`src/sv/svpwm_pkg.sv`:
```
// svpwm_pkg: shared types and constants for the svpwm sector and compare pipeline
// no dependencies; imported by every module of the block
package svpwm_pkg;

    localparam int W_W = 18;

    // sqrt(3) scaled by 2^32, rounded
    localparam logic [63:0] SQRT3_Q32 = 64'd7439101574;

    localparam logic [15:0] PERIOD_RESET = 16'd1000;
    localparam logic [15:0] CMP_MAX      = 16'hFFFF;
    localparam logic [15:0] CMP_ZERO     = 16'h0000;

    localparam logic [2:0] SEC_1 = 3'd1;
    localparam logic [2:0] SEC_2 = 3'd2;
    localparam logic [2:0] SEC_3 = 3'd3;
    localparam logic [2:0] SEC_4 = 3'd4;
    localparam logic [2:0] SEC_5 = 3'd5;
    localparam logic [2:0] SEC_6 = 3'd6;

    typedef logic signed [W_W-1:0] t_w;

    // per-item values that ride alongside the divider
    typedef struct packed {
        logic [2:0]  sector;
        t_w          qa;
        t_w          qb;
        logic [15:0] tp;
        logic        fault;
    } t_side;

    typedef struct packed {
        logic [2:0]  sector;
        logic [15:0] compare_a;
        logic [15:0] compare_b;
        logic [15:0] compare_c;
        logic        fault;
    } t_res;

endpackage

```
`src/sv/svpwm_front.sv`:
```
// svpwm_front: input register, ratio numerator, alpha scaling, projections and sector pick
// depends on svpwm_pkg
module svpwm_front #(
    parameter int FRACTION_BITS = 15
) (
    input  logic                      i_clk,
    input  logic                      i_rst_n,
    input  logic                      i_en,
    input  logic                      i_valid,
    input  logic signed [15:0]        i_alpha,
    input  logic signed [15:0]        i_beta,
    input  logic [15:0]               i_bus,
    input  logic [15:0]               i_period,
    output logic                      o_valid,
    output logic [FRACTION_BITS+17:0] o_num,
    output logic [15:0]               o_bus,
    output svpwm_pkg::t_side          o_side
);
    import svpwm_pkg::*;

    localparam int NW  = FRACTION_BITS + 18;
    localparam int S3W = FRACTION_BITS + 1;
    localparam int SH  = 32 - FRACTION_BITS;
    localparam int UPW = FRACTION_BITS + 18;
    localparam logic [63:0] S3_FULL = (SQRT3_Q32 + (64'd1 << (SH - 1))) >> SH;
    localparam logic [S3W-1:0] S3U = S3_FULL[S3W-1:0];
    localparam logic signed [S3W:0] S3S = {1'b0, S3U};
    localparam logic [UPW-1:0] UMASK = {{(UPW-FRACTION_BITS){1'b0}}, {FRACTION_BITS{1'b1}}};

    logic               r_v1, r_v2, r_v3, r_v4;
    logic signed [15:0] r_alpha1, r_alpha2;
    logic signed [15:0] r_beta1, r_beta2, r_beta3;
    logic [15:0]        r_bus1, r_bus2, r_bus3, r_bus4;
    logic [15:0]        r_tp1, r_tp2, r_tp3;
    logic [NW-1:0]      r_num2, r_num3, r_num4;
    t_w                 r_ua3;
    t_side              r_side4;

    logic [NW-1:0]        n_num;
    logic signed [UPW-1:0] n_uprod;
    logic signed [UPW-1:0] n_uadj;
    logic signed [UPW-1:0] n_ush;
    t_w                   n_ua;
    t_w                   n_wx, n_wy, n_wz;
    logic [W_W:0]         n_dy, n_dz, n_dy_adj, n_dz_adj;
    logic [2:0]           n_sector;
    t_w                   n_qa, n_qb;

    // ratio numerator sqrt3 * 2 * period
    assign n_num = NW'(S3U) * NW'({r_tp1, 1'b0});

    // alpha scaled by sqrt3, truncated toward zero
    always_comb begin
        n_uprod = UPW'(r_alpha2) * UPW'(S3S);
        n_uadj  = n_uprod + (n_uprod[UPW-1] ? UMASK : '0);
        n_ush   = n_uadj >>> FRACTION_BITS;
        n_ua    = n_ush[W_W-1:0];
    end

    // projections and sector
    always_comb begin
        n_wx     = {{(W_W-16){r_beta3[15]}}, r_beta3};
        n_dy     = {r_ua3[W_W-1], r_ua3} - {n_wx[W_W-1], n_wx};
        n_dz     = '0 - {n_wx[W_W-1], n_wx} - {r_ua3[W_W-1], r_ua3};
        n_dy_adj = n_dy + {{W_W{1'b0}}, n_dy[W_W]};
        n_dz_adj = n_dz + {{W_W{1'b0}}, n_dz[W_W]};
        n_wy     = n_dy_adj[W_W:1];
        n_wz     = n_dz_adj[W_W:1];

        n_sector = SEC_1;
        n_qa     = n_wy;
        n_qb     = n_wx;
        if (n_wy[W_W-1]) begin
            if (n_wz[W_W-1]) begin
                n_sector = SEC_2;
                n_qa     = -n_wy;
                n_qb     = -n_wz;
            end else if (!n_wx[W_W-1]) begin
                n_sector = SEC_3;
                n_qa     = n_wx;
                n_qb     = n_wz;
            end else begin
                n_sector = SEC_4;
                n_qa     = -n_wx;
                n_qb     = -n_wy;
            end
        end else if (n_wz[W_W-1]) begin
            if (n_wx[W_W-1]) begin
                n_sector = SEC_6;
                n_qa     = -n_wz;
                n_qb     = -n_wx;
            end
        end else if (n_wx[W_W-1]) begin
            n_sector = SEC_5;
            n_qa     = n_wz;
            n_qb     = n_wy;
        end
    end

    always_ff @(posedge i_clk) begin
        if (!i_rst_n) begin
            r_v1 <= 1'b0;
            r_v2 <= 1'b0;
            r_v3 <= 1'b0;
            r_v4 <= 1'b0;
        end else if (i_en) begin
            r_v1 <= i_valid;
            r_v2 <= r_v1;
            r_v3 <= r_v2;
            r_v4 <= r_v3;
        end
    end

    always_ff @(posedge i_clk) begin
        if (i_en) begin
            r_alpha1 <= i_alpha;
            r_beta1  <= i_beta;
            r_bus1   <= i_bus;
            r_tp1    <= i_period;

            r_alpha2 <= r_alpha1;
            r_beta2  <= r_beta1;
            r_bus2   <= r_bus1;
            r_tp2    <= r_tp1;
            r_num2   <= n_num;

            r_beta3  <= r_beta2;
            r_bus3   <= r_bus2;
            r_tp3    <= r_tp2;
            r_num3   <= r_num2;
            r_ua3    <= n_ua;

            r_bus4         <= r_bus3;
            r_num4         <= r_num3;
            r_side4.sector <= n_sector;
            r_side4.qa     <= n_qa;
            r_side4.qb     <= n_qb;
            r_side4.tp     <= r_tp3;
            r_side4.fault  <= (r_bus3 == 16'd0);
        end
    end

    assign o_valid = r_v4;
    assign o_num   = r_num4;
    assign o_bus   = r_bus4;
    assign o_side  = r_side4;

endmodule

```
`config.mk`:
```
export PLATFORM = sky130hd
export DESIGN_NAME = svpwm_front
export DESIGN_NICKNAME = d
export VERILOG_FILES = /design/src/sv/svpwm_pkg.sv /design/src/sv/svpwm_front.sv
export SDC_FILE = /design/constraint.sdc
export NUM_CORES = 1
export LEC_CHECK = 0
export BUFFER_PORTS_ARGS = -buffer_cell sky130_fd_sc_hd__buf_4
export CORE_ASPECT_RATIO = 1.75
export CORE_UTILIZATION = 35
export CTS_CLUSTER_DIAMETER = 50
export DETAILED_ROUTE_END_ITERATION = 16
export GPL_ROUTABILITY_DRIVEN = 0
export PLACE_DENSITY = 0.62
export REMOVE_ABC_BUFFERS = 1
export SYNTH_ARGS = -nofsm -noshare
export SYNTH_HDL_FRONTEND = slang
export SYNTH_SLANG_ARGS = --single-unit
```
`constraint.sdc`:
```
create_clock -name i_clk -period 15.6 [get_ports i_clk]
set_input_delay 3.12 -clock i_clk [delete_from_list [all_inputs] [get_ports i_clk]]
set_output_delay 3.12 -clock i_clk [all_outputs]
set_load 0.1 [all_outputs]
```
==> results.tsv <==
metric	value	unit
crit_type	reg2reg	
critical_path_arrival	9.72	ns
cts_buffers	38	
rsz0062_at_grt	false	
max-slew-margin-rel	28.0	%
cts.sinks	354	
post-route-min-period	9.45	ns
crit_required	15.88	ns
hp-class	reg2reg	
postRouteAntennaNets	0	
core_area	77500	sq um
max_freq	106	MHz
hpwl	54100	microns
start_kind	flop	
cts_buffer_depth	3	
grt_start_max_net_pins	88	
num_rows	135	
synth_top_cell_by_area	edfxtp_1	
hold_buffers	0	
maxSlewViolCount	0	
htree_levels	2	
clock_latency	0.56	ns
worst-slew-pin-transition	1.08	ns
die_h	372	microns
ys.warnings.count	0	
path_common_cell	fa_1	
diodes	0	
drv_cap	0	
yosys-top-cells-count	inv_1, edfxtp_1, ha_1	
drive_gt1_share	11.2	%
num-fill-cells	7328	
grt_pass1_vias	19800	
cts_tree	yes	
outcome	complete, no violations	
r2r-start	r_alpha2[15]	
die_x	214	microns
synthArstFlopShare	0	%
setup_viol	0	
initial_utilization	35.4	%
finalWirelength	66500	microns
drt-vias-per-instance	5.10	
cts.root.buffer_cell	clkbuf_16	
grt_pass1_wl	104000	microns
layout.nets	3118	
vias	18400	
antenna_found_initial	4	
synth_area	27400	sq um
firstDrtPassIters	6	
dieArea	79500	sq um
avgSynthCellArea	11.5	sq um
synth-edff-count	350	
drc_errors	0	
crit_fanout	18	
synth_cell_types	98	
holdPathStages	0	
synthTopCellsByArea	edfxtp_1, fa_1, ha_1, inv_1, xnor2_1	
cts_resized	0	
yosysMostFrequentCell	inv_1	
ys_seq_area_share	38.6	%
crit_start	r_alpha2[15]	
end_kind	flop	
avgRoutedWirePerCell	18.4	microns
synth.top_cell.area_share	38.3	%
port_buffers	170	
setup_tns	0	ns
cpPeakStageDelay	0.69	ns
drt_iter0_drc	979	
slowest_stage	edfxtp_1	
skew	0.0235	ns
synth_flop_cell	edfxtp_1	
grt_use_total	16.9	%
cts_setup_buffers	0	
synth_seq_cells	354	
clkSlewWorstSetupHoldPaths	0.06	ns
r2r_cells	32	
synth_cells	2393	
hold_path.startpoint	r_beta2[5]	
overflow	0	
post-route-period-util	60.6	%
area_delta_synth_final	13.3	%
io_pins	174	
hold_violations	0	
==> registers in the layout, summed over array words and instances, names as in the netlist, 18 cells and up <==
register / count
o_num: 28
r_num3: 28
o_side: 56
r_ua3: 18
r_num2: 28
==> routing by layer <==
metal	track usage, %	wire length [microns]	share of wire, %
met5	0	41	0.062
met4	11.5	4600	6.9
met3	2.51	2750	4.1
met2	32.0	35700	54
met1	16.7	23400	35
==> layout by cell type, fill, tap and decap left out, drive strengths merged, types with 9 or more instances in the layout <==
master and n:
inv 407, edfxtp 350, ha 273, fa 221, buf 180, xnor2 120, nor2 104, a21oi 102
nand2 93, o21ai 71, xor2 55, clkbuf 43, nand3 42, nor3 38, a21o 35, nor2b 29
a211oi 27, a31oi 23, nand2b 21, or3 21, o211ai 20, nor4 19, nand4 17, mux2i 16
o21bai 15, or2 15, clkinv 15, and2 14, o21a 13, o221ai 12, and3 11, nor3b 9
o31ai 9, a221oi 9, or4 9
==> worst max-delay path: cells and delay by family (launching register included) <==
kind,cells,cell delay [ns]
buffers and inverters,4,0.22
adder cells (fa/ha/maj),8,3.65
XOR/XNOR,2,0.56
flip-flops,1,0.69
AND/OR/NAND/NOR,5,1.28
AO/OA/AOI/OAI,13,2.76
==> final timing paths <==
path | slack, ns | to
setup / recovery | 6.15 | r_ua3[9]
hold / removal | 0.41 | r_beta3[5]
setup reg to reg | 6.15 | r_ua3[9]
hold reg to reg | 0.41 | r_beta3[5]
==> logic make-up (layout without fill, tap and decap cells) <==
| family | count (synthesis) | after routing | synth area share (%) |
|---|---|---|---|
| buffers and inverters | 462 | 653 | 6.61 |
| multiplexers | 18 | 18 | 0.666 |
| adder cells (fa/ha/maj) | 494 | 494 | 28.6 |
| flip-flops | 354 | 354 | 38.6 |
| other | 1 | 3 | 0.0137 |
| AND/OR/NAND/NOR | 472 | 472 | 9.34 |
| XOR/XNOR | 175 | 175 | 5.69 |
| AO/OA/AOI/OAI | 417 | 417 | 10.5 |
==> layout make-up <==
| class | count | area, sq um | area share [%] |
|---|---|---|---|
| multi-input combinational | 1579 | 15100 | 48.4 |
| sequential | 354 | 10600 | 34.1 |
| inverter | 403 | 1510 | 4.87 |
| timing repair buffer | 180 | 1360 | 4.37 |
| tap | 1027 | 1280 | 4.14 |
| clock buffer | 43 | 991 | 3.19 |
| clock inverter | 27 | 284 | 0.914 |
==> through the flow <==
stage          setup WS, ns  hold slack (ns)  cell area [sq um]  util [%]  cells
3_3_place_gp           6.42            0.401              29800      38.4   3543
5_1_grt                5.62            0.420              31100      40.1   3613
3_5_place_dp           6.22            0.405              29800      38.4   3543
4_1_cts                6.17            0.408              31100      40.1   3613
2_1_floorplan          7.15            0.400              27100         -   2336
6_report               6.15            0.407              31100      40.1   3613
Power is left out: the tool's default activity adds up to more than one toggle a clock period on the data nets, which glitch-free logic cannot reach.
