File: src/sv/svpwm_pkg.sv
// svpwm_pkg: shared types and constants for the svpwm sector and compare pipeline
// no dependencies; imported by every module of the block
package svpwm_pkg;

    localparam int W_W = 18;

    // sqrt(3) scaled by 2^32, rounded
    localparam logic [63:0] SQRT3_Q32 = 64'd7439101574;

    localparam logic [15:0] PERIOD_RESET = 16'd1000;
    localparam logic [15:0] CMP_MAX      = 16'hFFFF;
    localparam logic [15:0] CMP_ZERO     = 16'h0000;

    localparam logic [2:0] SEC_1 = 3'd1;
    localparam logic [2:0] SEC_2 = 3'd2;
    localparam logic [2:0] SEC_3 = 3'd3;
    localparam logic [2:0] SEC_4 = 3'd4;
    localparam logic [2:0] SEC_5 = 3'd5;
    localparam logic [2:0] SEC_6 = 3'd6;

    typedef logic signed [W_W-1:0] t_w;

    // per-item values that ride alongside the divider
    typedef struct packed {
        logic [2:0]  sector;
        t_w          qa;
        t_w          qb;
        logic [15:0] tp;
        logic        fault;
    } t_side;

    typedef struct packed {
        logic [2:0]  sector;
        logic [15:0] compare_a;
        logic [15:0] compare_b;
        logic [15:0] compare_c;
        logic        fault;
    } t_res;

endpackage

File: src/sv/svpwm_div.sv
// svpwm_div: pipelined restoring divider, one quotient bit per stage, side data carried along
// depends on svpwm_pkg
module svpwm_div #(
    parameter int NUM_W = 33
) (
    input  logic              i_clk,
    input  logic              i_rst_n,
    input  logic              i_en,
    input  logic              i_valid,
    input  logic [NUM_W-1:0]  i_num,
    input  logic [15:0]       i_den,
    input  svpwm_pkg::t_side  i_side,
    output logic              o_valid,
    output logic [NUM_W-1:0]  o_quot,
    output svpwm_pkg::t_side  o_side
);
    import svpwm_pkg::*;

    logic [NUM_W-1:0] r_v;
    logic [NUM_W-1:0] r_nq   [NUM_W];
    logic [15:0]      r_rem  [NUM_W];
    logic [15:0]      r_den  [NUM_W];
    t_side            r_side [NUM_W];

    logic [NUM_W-1:0] s_nq   [NUM_W];
    logic [15:0]      s_rem  [NUM_W];
    logic [15:0]      s_den  [NUM_W];
    t_side            s_side [NUM_W];
    logic [16:0]      n_t    [NUM_W];
    logic [16:0]      n_diff [NUM_W];
    logic             n_ge   [NUM_W];
    logic [15:0]      n_rem  [NUM_W];
    logic [NUM_W-1:0] n_nq   [NUM_W];

    always_comb begin
        s_nq[0]   = i_num;
        s_rem[0]  = '0;
        s_den[0]  = i_den;
        s_side[0] = i_side;
        for (int k = 1; k < NUM_W; k++) begin
            s_nq[k]   = r_nq[k-1];
            s_rem[k]  = r_rem[k-1];
            s_den[k]  = r_den[k-1];
            s_side[k] = r_side[k-1];
        end
        for (int k = 0; k < NUM_W; k++) begin
            n_t[k]    = {s_rem[k], s_nq[k][NUM_W-1]};
            n_diff[k] = n_t[k] - {1'b0, s_den[k]};
            n_ge[k]   = (n_t[k] >= {1'b0, s_den[k]});
            n_rem[k]  = n_ge[k] ? n_diff[k][15:0] : n_t[k][15:0];
            n_nq[k]   = {s_nq[k][NUM_W-2:0], n_ge[k]};
        end
    end

    always_ff @(posedge i_clk) begin
        if (!i_rst_n) begin
            r_v <= '0;
        end else if (i_en) begin
            r_v <= {r_v[NUM_W-2:0], i_valid};
        end
    end

    always_ff @(posedge i_clk) begin
        if (i_en) begin
            for (int k = 0; k < NUM_W; k++) begin
                r_nq[k]   <= n_nq[k];
                r_rem[k]  <= n_rem[k];
                r_den[k]  <= s_den[k];
                r_side[k] <= s_side[k];
            end
        end
    end

    assign o_valid = r_v[NUM_W-1];
    assign o_quot  = r_nq[NUM_W-1];
    assign o_side  = r_side[NUM_W-1];

endmodule

File: config.mk
export PLATFORM = sky130hd
export DESIGN_NAME = svpwm_div
export DESIGN_NICKNAME = d
export VERILOG_FILES = /design/src/sv/svpwm_pkg.sv /design/src/sv/svpwm_div.sv
export SDC_FILE = /design/constraint.sdc
export NUM_CORES = 2
export LEC_CHECK = 0
export BUFFER_PORTS_ARGS = -buffer_cell sky130_fd_sc_hd__buf_4
export CORE_MARGIN = 4
export CORE_UTILIZATION = 40
export CTS_CLUSTER_SIZE = 10
export DETAILED_ROUTE_END_ITERATION = 8
export GPL_ROUTABILITY_DRIVEN = 0
export HOLD_SLACK_MARGIN = 0.05
export PLACE_DENSITY = 0.57
export SETUP_SLACK_MARGIN = 0.05
export SYNTH_ARGS = -nofsm -noshare
export SYNTH_HDL_FRONTEND = slang
export SYNTH_SLANG_ARGS = --single-unit
export TNS_END_PERCENT = 20
File: constraint.sdc
create_clock -name i_clk -period 4.43 [get_ports i_clk]
set_clock_uncertainty 0.05 [all_clocks]
set_input_delay 0.2215 -clock i_clk [delete_from_list [all_inputs] [get_ports i_clk]]
set_output_delay 0.2215 -clock i_clk [all_outputs]
set_load 0.02 [all_outputs]
==> load_flow_metrics.sql <==
INSERT INTO impl_metrics (metric_group, metric, value, unit) VALUES
('route', 'post-route-drc-count', '0', ''),
('clock_network', 'clk_pin_slew_worst_paths', '50', 'ps'),
('global_route', 'globalRouteTotalUtil', '12.14', '%'),
('worst_setup_path', 'timing_worst_setup_path_type', 'flop to flop', ''),
('place', 'cell_count_after_placement', '13620', ''),
('timing', 'fin_crit', '3804', 'ps'),
('floorplanning', 'design.core.area', '373000', 'um2'),
('yosys', 'synth-async-reset-ratio', '0', '%'),
('yosys', 'yosys_register_bits', '3994', ''),
('timing', 'part_of_the_cycle_the_worst_path_needs', '85.88', '%'),
('worst_setup_path', 'critical_path.max_stage_delay', '770', 'ps'),
('cells_and_area', 'layout_common_cells', 'edfxtp_1, inv_1, ha_1, clkbuf_16, nor2_1', ''),
('clock_network', 'clockRootBuffer', 'clkbuf_16', ''),
('yosys', 'compound_gate_portion_of_the_synthesized_area', '5.323', '%'),
('route', 'first_pass_iters', '7', ''),
('pwr', 'max-vdd-ir-drop', '0.5455', 'mV'),
('yosys', 'post_synth_num_cell_types', '90', ''),
('yosys', 'seq_area_frac_synth', '79.63', '%'),
('pwr', 'internal_power', '0.07779', 'W'),
('yosys', 'yosys.area_share.xor_xnor', '1.983', '%'),
('route', 'postRouteWirelength', '240000', 'um'),
('clock_network', 'cts_max_path_buffers', '4', ''),
('cells_and_area', 'areaGrowthSynthToFinish', '15.29', '%'),
('cells_and_area', 'nets', '9970', ''),
('yosys', 'syn-cell-area', '150200', 'um2'),
('worst_setup_path', 'reg2reg_from', 'r_den[0][97]$_DFFE_PP_', ''),
('timing', 'slew_headroom', '12.62', '%'),
('clock_network', 'htree_num_levels', '5', ''),
('global_route', 'global_route.overflow_total', '0', ''),
('clock_network', 'numCtsBuffers', '452', ''),
('route', 'dr_total_vias', '70520', ''),
('clock_network', 'cts_tree', 'built', ''),
('worst_setup_path', 'cp_num_cells', '11', ''),
('floorplanning', 'die_height', '620.8', 'um'),
('worst_setup_path', 'setup.worst_path.end', 'r_rem[0][115]$_DFFE_PP_', ''),
('global_route', 'grt_pass1_vias', '72080', ''),
('yosys', 'main_combinational_cell_family_by_area_after_synthesis', 'compound AO/OA/AOI/OAI gates', ''),
('clock_network', 'clkSinkCount', '3994', ''),
('pwr', 'p_switching', '0.02929', 'W'),
('global_route', 'grt_pass1_wl', '383200', 'um'),
('yosys', 'yosys_most_used_dff', 'edfxtp_1', ''),
('route', 'drt_first_iter_violations', '4664', ''),
('timing', 'setup-violations-final', '0', ''),
('pwr', 'share_comb_of_total_power', '22.9', '%'),
('pwr', 'share_clk_of_total_power', '30.2', '%'),
('global_route', 'grt_max_degree', '177', ''),
('global_route', 'antenna_found_initial', '6', ''),
('cells_and_area', 'final-instance-count-excl-fill', '14440', ''),
('worst_setup_path', 'crit_path_top_delay_cell', 'a21boi_2', ''),
('floorplanning', 'initial_utilization', '40.27', '%'),
('worst_setup_path', 'path_cells', 'inv_1 -> ha_1 -> nor2b_1 -> o21ai_1 -> a21oi_1 -> o21bai_1 -> a31oi_1 -> a2111oi_0 -> o21bai_1 -> a21boi_2 -> mux2_2', ''),
('pwr', 'netSwitchingFraction', '27.36', '%'),
('yosys', 'synth_enable_flop_cells', '3961', ''),
('route', 'vias_per_cell', '4.884', ''),
('timing', 'setup_total_negative_slack', '0', 'ps'),
('cells_and_area', 'fraction_of_final_layout_cells_sized_beyond_drive_strength_1', '11.77', '%'),
('yosys', 'synth_cells', '8472', ''),
('timing', 'hold_viol', '0', ''),
('worst_setup_path', 'worstPathArrival', '4430', 'ps'),
('timing', 'rsz0062_at_grt', 'false', ''),
('timing', 'final_max_slew_viol_count', '0', ''),
('worst_setup_path', 'worst_r2r_setup_slack', '630', 'ps'),
('cells_and_area', 'leading_cell_type_in_the_layout_fill_and_taps_excluded', 'edfxtp_1', ''),
('pwr', 'p_leak', '62.88', 'nW'),
('floorplanning', 'die-area', '385400', 'um2'),
('pwr', 'share_seq_of_total_power', '46.9', '%'),
('yosys', 'yosysWarningCount', '0', ''),
('timing', 'whs', '129.2', 'ps'),
('floorplanning', 'io_pins', '199', ''),
('run_status', 'outcome', 'finished clean', ''),
('timing', 'achievable-frequency', '0.2628', 'GHz');
cell usage after synthesis (10+ instances only):
master / n / area (um2)
fa_1: 31 / 620.6
o211ai_1: 20 / 150.1
nand2b_1: 60 / 375.4
buf_4: 59 / 442.9
o22ai_1: 10 / 62.56
mux2i_1: 64 / 640.6
dfxtp_1: 33 / 660.6
o21a_1: 89 / 668.1
nand3_1: 97 / 485.5
a21boi_0: 32 / 240.2
a211oi_1: 30 / 225.2
clkbuf_1: 39 / 146.4
inv_1: 651 / 2444
o2111ai_1: 10 / 87.58
nor4_1: 26 / 162.7
ha_1: 514 / 6431
nor2_1: 403 / 1513
and4_1: 12 / 105.1
buf_2: 29 / 145.1
a31oi_1: 59 / 369.1
nor2b_1: 107 / 669.4
a21o_1: 124 / 930.9
o21bai_1: 25 / 187.7
or3_1: 32 / 200.2
nand4_1: 60 / 375.4
xnor2_1: 226 / 1979
o31ai_1: 41 / 307.8
nor3_1: 95 / 475.5
edfxtp_1: 3961 / 118900
o21ai_0: 296 / 1481
mux2_2: 219 / 2466
mux2_4: 14 / 210.2
o31a_1: 26 / 227.7
nand2_1: 267 / 1002
xor2_1: 114 / 998.5
a2111oi_0: 10 / 87.58
a21oi_1: 364 / 1822
and3_1: 26 / 162.7
or4_1: 10 / 75.07
or2_2: 27 / 168.9
power by group through the flow:
stage                     Combinational [W]  Sequential, W  Clock, W
after floorplan                      0.0185         0.0498         0
after global placement               0.0230         0.0509         0
after detailed placement             0.0240         0.0510         0
after CTS                            0.0244         0.0503    0.0338
after global routing                 0.0272         0.0506    0.0354
final                                0.0245         0.0502    0.0324
area by class of cell:
type | instances | area, um2
Fill cell | 31370 | 199900
Sequential cell | 3994 | 119600
Multi-Input combinational cell | 3695 | 27400
Clock buffer | 540 | 11730
Tap cell | 4972 | 6221
Timing Repair Buffer | 522 | 4952
Inverter | 651 | 2444
Clock inverter | 61 | 817.0
Antenna cell | 3 | 7.507
repair_timing:
| item | CTS | global route |
|---|---|---|
| hold endpoints to repair | 249 | 0 |
| endpoints found under the setup margin | 0 | 0 |
| hold buffers | 215 | 0 |
| resized for setup | 0 | 0 |
flip-flops by register name, summed over array words and instances, names as in the netlist:
signal	flops
r_rem	512
r_nq	1089
r_den	512
r_v	33
r_side	1848
cell families (layout without fill, tap and decap cells):
kind of cell,after synthesis,count (layout)
simple gates,1252,1252
mux,300,300
buf+inv,783,1774
flops,3994,3994
xor+xnor,340,340
fa+ha+maj,545,545
compound gates,1258,1258
other cells,0,3
worst min path at each step:
| stage | startpoint | endpoint | slack [ps] | cells after the start |
|---|---|---|---|---|
| after floorplan | i_den[0] | r_den[0][0]$_DFFE_PP_ | 270 | 0 |
| after global placement | i_side[45] | r_side[0][45]$_DFFE_PP_ | 350 | 1 |
| after detailed placement | i_num[28] | r_nq[0][29]$_DFFE_PP_ | 350 | 1 |
| after CTS | i_rst_n | r_v[22]$_SDFFE_PN0P_ | 60 | 3 |
| after global routing | i_num[12] | r_nq[0][13]$_DFFE_PP_ | 70 | 2 |
| final | i_num[12] | r_nq[0][13]$_DFFE_PP_ | 130 | 2 |
per-stage QoR:
stage          setup WS (ps)  utilization [%]  cell area [um2]
3_5_place_dp           651.7            42.48           158500
2_1_floorplan           1328                -           150200
6_report               625.5            46.42           173200
3_3_place_gp           716.7            42.48           158500
5_1_grt                295.3            46.42           173200
4_1_cts                621.8            46.42           173200
layer usage:
metal	wire length, um	track usage [%]	up-vias
met5	0	0	-
met4	9162	4.926	0
met3	10930	2.294	608
met2	117900	20.58	1492
met1	102000	15.37	34690
li1	-	-	33730
No activity file was read; power rests on OpenSTA's default activity.
