[config.mk]
export PLATFORM = sky130hd
export DESIGN_NAME = svpwm_obuf
export DESIGN_NICKNAME = d
export VERILOG_FILES = /design/src/sv/svpwm_pkg.sv /design/src/sv/svpwm_obuf.sv
export SDC_FILE = /design/constraint.sdc
export NUM_CORES = 1
export LEC_CHECK = 0
export BUFFER_PORTS_ARGS = -buffer_cell sky130_fd_sc_hd__buf_4
export CAP_MARGIN = 0
export CORE_ASPECT_RATIO = 1.25
export CORE_UTILIZATION = 47
export CTS_CLUSTER_DIAMETER = 100
export DETAILED_ROUTE_END_ITERATION = 12
export GPL_ROUTABILITY_DRIVEN = 1
export GPL_TIMING_DRIVEN = 0
export PLACE_DENSITY_LB_ADDON = 0.15
export SYNTH_ARGS = -nofsm -noshare
export SYNTH_HDL_FRONTEND = slang
export SYNTH_SLANG_ARGS = --single-unit
export TNS_END_PERCENT = 100
[constraint.sdc]
create_clock -name i_clk -period 3 [get_ports i_clk]
set_input_delay 0.3 -clock i_clk [delete_from_list [all_inputs] [get_ports i_clk]]
set_output_delay 0.3 -clock i_clk [all_outputs]
set_load 0.01 [all_outputs]
[src/sv/svpwm_pkg.sv]
// svpwm_pkg: shared types and constants for the svpwm sector and compare pipeline
// no dependencies; imported by every module of the block
package svpwm_pkg;

    localparam int W_W = 18;

    // sqrt(3) scaled by 2^32, rounded
    localparam logic [63:0] SQRT3_Q32 = 64'd7439101574;

    localparam logic [15:0] PERIOD_RESET = 16'd1000;
    localparam logic [15:0] CMP_MAX      = 16'hFFFF;
    localparam logic [15:0] CMP_ZERO     = 16'h0000;

    localparam logic [2:0] SEC_1 = 3'd1;
    localparam logic [2:0] SEC_2 = 3'd2;
    localparam logic [2:0] SEC_3 = 3'd3;
    localparam logic [2:0] SEC_4 = 3'd4;
    localparam logic [2:0] SEC_5 = 3'd5;
    localparam logic [2:0] SEC_6 = 3'd6;

    typedef logic signed [W_W-1:0] t_w;

    // per-item values that ride alongside the divider
    typedef struct packed {
        logic [2:0]  sector;
        t_w          qa;
        t_w          qb;
        logic [15:0] tp;
        logic        fault;
    } t_side;

    typedef struct packed {
        logic [2:0]  sector;
        logic [15:0] compare_a;
        logic [15:0] compare_b;
        logic [15:0] compare_c;
        logic        fault;
    } t_res;

endpackage

[src/sv/svpwm_obuf.sv]
// svpwm_obuf: two-word output buffer that decouples the pipeline from the result channel
// depends on svpwm_pkg
module svpwm_obuf (
    input  logic            i_clk,
    input  logic            i_rst_n,
    input  logic            i_push,
    input  svpwm_pkg::t_res i_word,
    input  logic            i_pop,
    output logic            o_en,
    output logic            o_valid,
    output svpwm_pkg::t_res o_word
);
    import svpwm_pkg::*;

    localparam logic [1:0] DEPTH = 2'd2;

    t_res       r_q [2];
    logic       r_wr;
    logic       r_rd;
    logic [1:0] r_cnt;
    logic       n_pop;

    assign n_pop   = i_pop && (r_cnt != 2'd0);
    assign o_en    = (r_cnt != DEPTH);
    assign o_valid = (r_cnt != 2'd0);
    assign o_word  = r_q[r_rd];

    always_ff @(posedge i_clk) begin
        if (!i_rst_n) begin
            r_wr  <= 1'b0;
            r_rd  <= 1'b0;
            r_cnt <= 2'd0;
        end else begin
            if (i_push) begin
                r_wr <= ~r_wr;
            end
            if (n_pop) begin
                r_rd <= ~r_rd;
            end
            r_cnt <= r_cnt + {1'b0, i_push} - {1'b0, n_pop};
        end
    end

    always_ff @(posedge i_clk) begin
        if (i_push) begin
            r_q[r_wr] <= i_word;
        end
    end

endmodule

==> flow_metrics.env, run 1 <==
export IMPL_std_cell_rows=38
export IMPL_power_density_nw_per_um2=667
export IMPL_synthAdderAreaFrac_pct=0.589
export IMPL_status="completed"
export IMPL_cp_end_kind="output port"
export IMPL_path_max_fanout=10
export IMPL_die_area_um2=9430
export IMPL_yosysMostFrequentCell="edfxtp_1"
export IMPL_cts_setup_buffers=0
export IMPL_start_kind="flop"
export IMPL_drt_initial_drc_count=95
export IMPL_rrSetupSlack_ps=1440
export IMPL_synth_edf_count=104
export IMPL_min_from="i_word[12]"
export IMPL_start_util_pct=48.6
export IMPL_yosys_area_share_xor_xnor_pct=0.530
export IMPL_hp_class="in -> reg"
export IMPL_clk_path_buf_depth=2
export IMPL_synthMuxAreaShare_pct=18.7
export IMPL_max_stage_delay_ps=330
export IMPL_post_route_util_pct=62.1
export IMPL_vias=2058
export IMPL_htreeDepth=3
export IMPL_layout_nets=365
export IMPL_yosys_warnings=0
export IMPL_synth_top_family_by_area="multiplexers"
export IMPL_placedCellCount=416
export IMPL_globalplace_congestion=0.653
export IMPL_required_ps=2700
export IMPL_synth_nets=243
export IMPL_core_um2=8750
export IMPL_clkTransAtPathRegs_ps=100
export IMPL_syn_inst=185
export IMPL_final_period_utilization_pct=58.9
export IMPL_insertion_delay_ps=350
export IMPL_rsz0062_at_grt="no"
export IMPL_r2r_start="r_wr$_SDFFE_PN0P_"
export IMPL_cts_repair_resized=0
export IMPL_finalMaxSlewViolations=0
export IMPL_synth_top_area_cell="edfxtp_1"
export IMPL_ir_drop_mv=0.356
export IMPL_dpl_hpwl_um=4540
export IMPL_max_slew_margin_pct=50.1
export IMPL_numCtsBuffers=9
export IMPL_yosys_area_share_simple_pct=1.21
export IMPL_arrival_ps=1470
export IMPL_die_height_um=108
export IMPL_cpMaxStageDelayCell="dfxtp_1"
export IMPL_maxCapViolations=0
export IMPL_stdcell_count=431
export IMPL_synth_top_flop_cell="edfxtp_1"
export IMPL_grt_pass1_vias=2097
export IMPL_wl_per_cell_um=15.6
export IMPL_drive_above_1_share_pct=59.5
export IMPL_grt_pass1_wl_um=10200
export IMPL_hold_viol=0
export IMPL_whs_ps=127
export IMPL_clock_sinks=109
export IMPL_ys_ff_latch=109
export IMPL_setup_viol=0
export IMPL_seq_area_frac_synth_pct=75.9
export IMPL_fp_dieW_um=87.0
export IMPL_io_pins=110
export IMPL_yosysUniqueCellTypes=16
export IMPL_synth_compound_area_share_pct=0.353
export IMPL_cts_tree="yes"
export IMPL_synth_area_per_cell_um2=23.0
export IMPL_netlist_top_cells_count="104 x edfxtp_1, 50 x mux2_4, 5 x buf_12, 5 x dfxtp_1, 3 x nor2b_1"
export IMPL_drt_first_pass_iters=4
export IMPL_synthToLayoutAreaGrowth_pct=27.8
export IMPL_cts_root_buf="clkbuf_8"
export IMPL_synth_async_reset_ratio_pct=0
export IMPL_tightest_slew_ps=746
export IMPL_grt_overflow=0
export IMPL_num_antenna_cells=0
export IMPL_ys_top_cells_by_area="edfxtp_1 73%, mux2_4 18%, buf_12 2.4%"
export IMPL_grt_max_degree=31
export IMPL_fin_skew_ps=7.96
export IMPL_io_buffers=109
export IMPL_clock_fmax_ghz=0.566
export IMPL_drc_errors=0
export IMPL_p_leak_nw=2.13
export IMPL_synth_top_cell_area_share_pct=73.5
export IMPL_avgViaCountPerCell=4.77
export IMPL_drtAntennaViolNets=0
export IMPL_critical_path_class="reg -> out"
export IMPL_grt_total_usage_pct=15.0
export IMPL_crit_chain="buf_6, buf_12, mux2_4, buf_4"
export IMPL_finalCriticalPeriod_ps=1770
export IMPL_power_w=0.00362
export IMPL_antenna_found_initial=0
export IMPL_finalWirelength_um=6740
export IMPL_ctsHoldBuffers=0
export IMPL_netlist_area_um2=4250
## path summary, 6_finish.rpt
path                                        endpoint  cells past startpoint
worst min register to register                  flop                      2
worst max-delay path                       o_word[9]                      4
worst max register to register  r_q[0][21]$_DFFE_PP_                      2
worst min-delay path            r_q[0][12]$_DFFE_PP_                      1
## registers in the layout, indices dropped and copies added, names as in the netlist, named ones only
name and flops:
r_rd 1, r_cnt 2, r_q 104, r_wr 1
## report_power, final
group	internal (W)	switching [W]	total, W
clock	0.000301	0.000463	0.000765
combinational	0.000643	0.000412	0.00106
sequential	0.00177	0.0000329	0.00180
## per-stage QoR
stage	cell area, um^2	setup TNS, ps	worst slack [ps]
6_report	5430	0	1230
3_3_place_gp	5220	-2110	-42.9
2_1_floorplan	4250	0	882
3_5_place_dp	5270	0	1290
4_1_cts	5430	0	1200
5_1_grt	5430	0	1160
## area by class of cell
type / instances / area, um^2
Buffer: 6 / 111
Tap cell: 120 / 150
Multi-Input combinational cell: 68 / 916
Timing Repair Buffer: 111 / 858
Sequential cell: 109 / 3220
Clock buffer: 10 / 128
Fill cell: 685 / 3320
Clock inverter: 5 / 37.5
Inverter: 2 / 7.51
## cells in the final DEF (no fill, tap or decap), types with 5 or more instances in the layout
cell type / n
edfxtp_1: 104
dfxtp_1: 5
clkbuf_8: 9
buf_12: 7
mux2_4: 50
buf_4: 109
## cells by family (layout without fill, tap and decap cells)
logic type / Yosys count / after routing
AO/OA/AOI/OAI: 2 / 2
XOR/XNOR: 1 / 1
adder cells (fa/ha/maj): 2 / 2
buffers and inverters: 8 / 134
flip-flops: 109 / 109
multiplexers: 54 / 54
AND/OR/NAND/NOR: 9 / 9
## worst max-delay path: cells and delay by family, from the launching register on
kind     cells  cell delay (ps)
flops        1              330
mux          1              310
buf+inv      3              480
## layer usage
metal  track usage [%]  part of all wire (%)
met1              16.8                    39
met2              25.9                    53
met3              3.74                   5.2
met4              8.57                   2.8
met5                 0                     0
No activity file was read; power rests on OpenSTA's default activity.
==> inputs of run 2 (changes only) <==
==> constraint.sdc (replaced) <==
create_clock -name i_clk -period 1.5 [get_ports i_clk]
set_input_delay 0.15 -clock i_clk [delete_from_list [all_inputs] [get_ports i_clk]]
set_output_delay 0.15 -clock i_clk [all_outputs]
set_load 0.01 [all_outputs]
==> run 2 against run 1 <==
Against the previous run:
- the run now ends with negative setup slack left
- clock power rose by 130%
- largest power group unchanged
- global-route usage rose by 1.1 points
- sequential cell count did not move
- count of clock-buffer cells in the layout rose by 2
- via count rose by 9.3%
- register-to-register slack got worse by 1400 ps
- total power rose by 120%
- non-clock buffer count rose by 56
- final area rose by 16%
- die area did not move
- worst hold slack got worse by 86 ps
- sequential share of layout area fell by 8.2 points
==> flow_metrics.env, run 2 (synthesis results as in run 1) <==
export IMPL_start_util_pct=48.6
export IMPL_finalMaxSlewViolations=0
export IMPL_io_pins=110
export IMPL_rsz0062_at_grt="yes"
export IMPL_maxCapViolations=0
export IMPL_final_cell_mix="104 x edfxtp_1, 57 x buf_4, 52 x mux2_4, 52 x dlygate4sd3_1, 52 x buf_6"
export IMPL_required_ps=1350
export IMPL_clock_sinks=109
export IMPL_cp_end_kind="output port"
export IMPL_die_area_um2=9430
export IMPL_ir_drop_mv=0.763
export IMPL_start_kind="flop"
export IMPL_path_max_fanout=10
export IMPL_globalplace_congestion=0.618
export IMPL_final_period_utilization_pct=107
export IMPL_htreeDepth=3
export IMPL_drt_initial_drc_count=122
export IMPL_fin_skew_ps=7.90
export IMPL_reg2regPathDepth=1
export IMPL_io_buffers=109
export IMPL_setup_slack_ps=-105
export IMPL_top_register="r_q"
export IMPL_fp_dieW_um=87.0
export IMPL_power_density_nw_per_um2=1270
export IMPL_clkTransAtPathRegs_ps=90
export IMPL_whs_ps=41.1
export IMPL_avgViaCountPerCell=4.60
export IMPL_multi_input_area_um2=933
export IMPL_cts_root_buf="clkbuf_8"
export IMPL_largest_reg_flops=104
export IMPL_grt_max_degree=53
export IMPL_antenna_found_initial=0
export IMPL_hp_class="in -> reg"
export IMPL_drtAntennaViolNets=0
export IMPL_std_cell_rows=38
export IMPL_setup_viol=52
export IMPL_finalSetupTns_ps=-4830
export IMPL_insertion_delay_ps=350
export IMPL_register_area_um2=3230
export IMPL_grt_total_usage_pct=16.1
export IMPL_grt_pass1_wl_um=11100
export IMPL_final_common_cell="edfxtp_1"
export IMPL_arrival_ps=1450
export IMPL_drc_errors=0
export IMPL_critical_path_class="reg -> out"
export IMPL_final_design_area_no_fill_um2=6310
export IMPL_cts_tree="yes"
export IMPL_finalCriticalPeriod_ps=1600
export IMPL_grt_overflow=0
export IMPL_finalWirelength_um=7430
export IMPL_hold_viol=0
export IMPL_max_slew_margin_pct=45.7
export IMPL_layout_nets=422
export IMPL_core_um2=8750
export IMPL_cpMostUsedCell="buf_12"
export IMPL_drive_above_1_share_pct=52.3
export IMPL_violations="negative setup slack"
export IMPL_drt_first_pass_iters=4
export IMPL_dpl_cell_area_um2=5250
export IMPL_grt_pass1_vias=2430
export IMPL_status="complete, but fails checks"
export IMPL_dpl_hpwl_um=4210
export IMPL_wl_per_cell_um=15.2
export IMPL_max_stage_delay_ps=380
export IMPL_vias=2249
export IMPL_clock_fmax_ghz=0.623
export IMPL_p_leak_nw=2.49
export IMPL_tightest_slew_ps=811
export IMPL_numCtsBuffers=9
export IMPL_hold_path_cell_count=2
export IMPL_num_antenna_cells=0
export IMPL_synthToLayoutAreaGrowth_pct=48.5
export IMPL_clk_path_buf_depth=2
export IMPL_cpMaxStageDelayCell="dfxtp_4"
export IMPL_reg_largest_list="r_q: 104 flops, r_cnt: 2 flops"
export IMPL_crit_chain="buf_12, buf_12, mux2_4, buf_6"
export IMPL_die_height_um=108
export IMPL_fill_cells=609
==> run 2: cell count changes in the layout (fill, tap and decap cells not counted), moves of 2 or more <==
cell and delta:
dlygate4sd3_1 +52, clkbuf_16 +3, mux2_2 -2, clkinv_2 +2, buf_4 -52, dfxtp_1 -2
clkinv_4 -2, mux2_4 +2, buf_6 +51
==> run 2: power breakdown <==
part           leakage (nW)  switching [W]  internal (W)  total [W]
sequential             1.02      0.0000757       0.00354    0.00362
clock                0.0964       0.000919      0.000815    0.00173
combinational          1.37       0.000934       0.00174    0.00268
==> run 2: layout make-up <==
cell class	count	area share (%)
well taps	120	2.38
clock buffers	12	2.30
repair buffers	167	26.6
inverters	2	0.119
multi-input cells	69	14.8
clock inverters	4	0.754
plain buffers	6	1.90
flip-flops and latches	109	51.2
==> run 2: path summary, 6_finish.rpt <==
kind	start	end	slack, ps
max reg2reg	r_wr$_SDFFE_PN0P_	r_q[1][6]$_DFFE_PP_	80
min reg2reg	r_rd$_SDFFE_PN0P_	flop	470
max	flop	o_word[2]	-100
min	i_rst_n	r_cnt[0]$_SDFF_PN0_	40
==> run 2: per-layer routing <==
| metal | vias to the layer above | track usage (%) | share of wire, % |
|---|---|---|---|
| li1 | 1081 | - | - |
| met4 | 0 | 7.14 | 1.5 |
| met2 | 68 | 29.9 | 55 |
| met5 | - | 0 | 0 |
| met1 | 1091 | 17.0 | 37 |
| met3 | 9 | 4.20 | 5.7 |
==> run 2: timing repair <==
item | in CTS | in global routing
setup endpoints to repair | 130 | 52
endpoints found under the hold margin | 104 | 0
hold buffers | 52 | 0
gates resized for setup | 59 | 1
setup buffers | 1 | 0
gates cloned | 2 | 3
==> run 2: stage by stage <==
stage / util [%] / total power, W / worst slack, ps / instances
finish: 72.1 / 0.00803 / -105 / 489
global route: 72.1 / 0.00837 / -170 / 489
CTS: 71.2 / 0.00798 / -128 / 486
detailed placement: 60.0 / 0.00579 / -324 / 415
global placement: 59.8 / 0.00577 / -486 / 414
floorplan: - / 0.00502 / -26.3 / 185
==> run 2: worst max-delay path, delay by kind of cell (launching register included) <==
kind	cells	cell delay, ps
mux	1	310
buf+inv	3	410
flops	1	380
==> inputs of run 3 (changes only) <==
--- a/config.mk
+++ b/config.mk
@@ -5,6 +5,7 @@
 export SDC_FILE = /design/constraint.sdc
 export NUM_CORES = 1
 export LEC_CHECK = 0
+export ABC_AREA = 1
 export BUFFER_PORTS_ARGS = -buffer_cell sky130_fd_sc_hd__buf_4
 export CAP_MARGIN = 0
 export CORE_ASPECT_RATIO = 1.25
==> run 3 against run 2 <==
Against the previous run:
- the flow still finishes with violations (negative setup slack)
- fmax decreased by 0.41%
- count of clock-buffer cells in the layout fell by 1
- critical path depth unchanged
- via count is 5.0% higher
- sequential power about the same
- synthesized cell count up 7.0%
- total power is essentially flat
- worst setup slack worse by 6.6 ps
- critical path type unchanged
==> flow_metrics.env, run 3 <==
export IMPL_numCtsBuffers=9
export IMPL_top_register="r_q"
export IMPL_die_height_um=108
export IMPL_critical_path_class="reg -> out"
export IMPL_avgViaCountPerCell=4.69
export IMPL_layout_nets=437
export IMPL_syn_inst=198
export IMPL_wl_per_cell_um=16.2
export IMPL_cpMostUsedCell="buf_12"
export IMPL_setup_viol=52
export IMPL_setup_slack_ps=-111
export IMPL_hold_viol=0
export IMPL_rrSetupSlack_ps=30
export IMPL_std_cell_rows=38
export IMPL_max_slew_margin_pct=48.9
export IMPL_drt_initial_drc_count=96
export IMPL_largest_reg_flops=104
export IMPL_synth_edf_count=104
export IMPL_status="complete, but fails checks"
export IMPL_fin_skew_ps=3.52
export IMPL_synth_top_area_cell="edfxtp_1"
export IMPL_grt_pass1_vias=2480
export IMPL_clock_fmax_ghz=0.621
export IMPL_synth_area_per_cell_um2=21.4
export IMPL_synth_top_family_by_area="multiplexers"
export IMPL_drt_first_pass_iters=4
export IMPL_rsz0062_at_grt="yes"
export IMPL_clock_sinks=109
export IMPL_synth_nets=256
export IMPL_dpl_hpwl_um=4510
export IMPL_yosys_area_share_xor_xnor_pct=0
export IMPL_ir_drop_mv=0.823
export IMPL_path_max_fanout=10
export IMPL_yosysUniqueCellTypes=12
export IMPL_reg2regPathDepth=10
export IMPL_htreeDepth=3
export IMPL_grt_max_degree=28
export IMPL_fill_cells=562
export IMPL_whs_ps=16.2
export IMPL_finalMaxSlewViolations=0
export IMPL_synth_top_cell_area_share_pct=73.6
export IMPL_start_util_pct=48.8
export IMPL_synth_async_reset_ratio_pct=0
export IMPL_yosys_area_share_simple_pct=1.83
export IMPL_dpl_cell_area_um2=5250
export IMPL_drive_above_1_share_pct=51.3
export IMPL_cpMaxStageDelayCell="dfxtp_2"
export IMPL_synthMuxAreaShare_pct=18.2
export IMPL_hp_class="in -> reg"
export IMPL_grt_overflow=0
export IMPL_core_um2=8700
export IMPL_seq_area_frac_synth_pct=75.9
export IMPL_post_route_util_pct=72.4
export IMPL_die_area_um2=9420
export IMPL_worstReg2RegEnd="r_cnt[1]$_SDFF_PN0_"
export IMPL_placedCellCount=428
export IMPL_final_period_utilization_pct=107
export IMPL_final_common_cell="edfxtp_1"
export IMPL_whs_endpoint="r_cnt[0]$_SDFF_PN0_"
export IMPL_start_kind="flop"
export IMPL_synthAdderAreaFrac_pct=0.589
export IMPL_min_from="i_rst_n"
export IMPL_yosysMostFrequentCell="edfxtp_1"
export IMPL_io_buffers=109
export IMPL_drtAntennaViolNets=0
export IMPL_io_pins=110
export IMPL_synthToLayoutAreaGrowth_pct=48.4
export IMPL_drc_errors=0
export IMPL_netlist_area_um2=4250
export IMPL_cts_tree="yes"
export IMPL_antenna_found_initial=0
export IMPL_fp_dieW_um=87.0
export IMPL_stdcell_count=504
export IMPL_vias=2362
export IMPL_ys_top_cells_by_area="edfxtp_1 74%, mux2_4 18%, buf_12 2.4%"
export IMPL_clkTransAtPathRegs_ps=90
export IMPL_required_ps=1350
export IMPL_max_stage_delay_ps=350
export IMPL_synth_top_flop_cell="edfxtp_1"
export IMPL_netlist_top_cells_count="104 x edfxtp_1, 50 x mux2_4, 9 x nand2_1, 9 x nor2_1, 8 x inv_1"
export IMPL_cp_end_kind="output port"
export IMPL_cts_root_buf="clkbuf_8"
export IMPL_reg_largest_list="r_q: 104 flops, r_cnt: 2 flops"
export IMPL_power_density_nw_per_um2=1280
export IMPL_r2r_start="r_cnt[1]$_SDFF_PN0_"
export IMPL_final_design_area_no_fill_um2=6300
export IMPL_finalWirelength_um=8180
export IMPL_arrival_ps=1460
export IMPL_maxCapViolations=0
export IMPL_synth_compound_area_share_pct=0.118
export IMPL_grt_total_usage_pct=17.7
export IMPL_yosys_warnings=0
export IMPL_finalCriticalPeriod_ps=1610
export IMPL_clk_path_buf_depth=2
export IMPL_violations="negative setup slack"
export IMPL_tightest_slew_ps=766
export IMPL_globalplace_congestion=0.611
export IMPL_num_antenna_cells=0
export IMPL_p_leak_nw=2.49
export IMPL_grt_pass1_wl_um=11800
export IMPL_ys_ff_latch=109
export IMPL_hold_path_cell_count=3
export IMPL_crit_chain="buf_12, buf_12, mux2_4, buf_6"
export IMPL_final_cell_mix="104 x edfxtp_1, 58 x buf_4, 53 x buf_6"
export IMPL_power_w=0.00803
export IMPL_insertion_delay_ps=350
[run 3: through the flow]
step	worst slack, ps	setup TNS (ps)
after CTS	-137	-5810
final	-111	-4670
after detailed placement	-516	-29220
after floorplan	-36.0	-2000
after global placement	-516	-49860
after global routing	-167	-7590
[run 3: layout make-up]
class                   instances  area (um^2)  share of cell area, %
plain buffers                   6          120                   1.91
clock buffers                  11          131                   2.09
clock inverters                 5         75.1                   1.19
inverters                       8         33.8                  0.536
multi-input cells              76          915                   14.5
flip-flops and latches        109         3230                   51.2
well taps                     120          150                   2.38
repair buffers                166         1630                   25.8
repair inverters                3         22.5                  0.357
[run 3: metal layers]
layer | global-route usage (%) | vias to the layer above | share of wire [%]
met5 | 0 | - | 0
met4 | 8.57 | 0 | 1.6
met3 | 3.82 | 11 | 4.3
met2 | 32.7 | 75 | 57
met1 | 18.7 | 1163 | 37
li1 | - | 1113 | -
[run 3: kinds of logic after synthesis]
family	Yosys count
fa+ha+maj	2
buf+inv	14
simple gates	20
mux	52
flops	109
compound gates	1
[run 3: power by group]
group	switching, W	total, W	leakage [nW]	internal [W]
Sequential	0.0000750	0.00362	1.02	0.00355
Clock	0.000891	0.00182	0.0986	0.000932
Combinational	0.000997	0.00259	1.37	0.00159
Total	0.00196	0.00803	2.49	0.00607
[run 3: how the worst max path moves through the flow]
stage	start	endpoint	slack, ps	cells past startpoint
2_1_floorplan	r_wr$_SDFFE_PN0P_	r_q[1][0]$_DFFE_PP_	-40	2
3_3_place_gp	r_wr$_SDFFE_PN0P_	r_q[1][42]$_DFFE_PP_	-520	2
3_5_place_dp	r_wr$_SDFFE_PN0P_	r_q[1][33]$_DFFE_PP_	-520	2
4_1_cts	flop	o_word[0]	-140	4
5_1_grt	flop	o_word[27]	-170	4
6_report	flop	o_word[31]	-110	4
[run 3: timing repair]
action / 4_1_cts / 5_1_grt
setup endpoints to repair: 131 / 53
cloned: 5 / 1
hold buffers: 52 / 0
buffers inserted: 1 / 1
resized for setup: 57 / 9
hold endpoints to repair: 104 / 0
pin swaps: 1 / 3
[run 3: critical path, delay by kind of cell (launching register included)]
kind,cells,cell delay (ps)
flops,1,350
mux,1,310
buf+inv,3,440
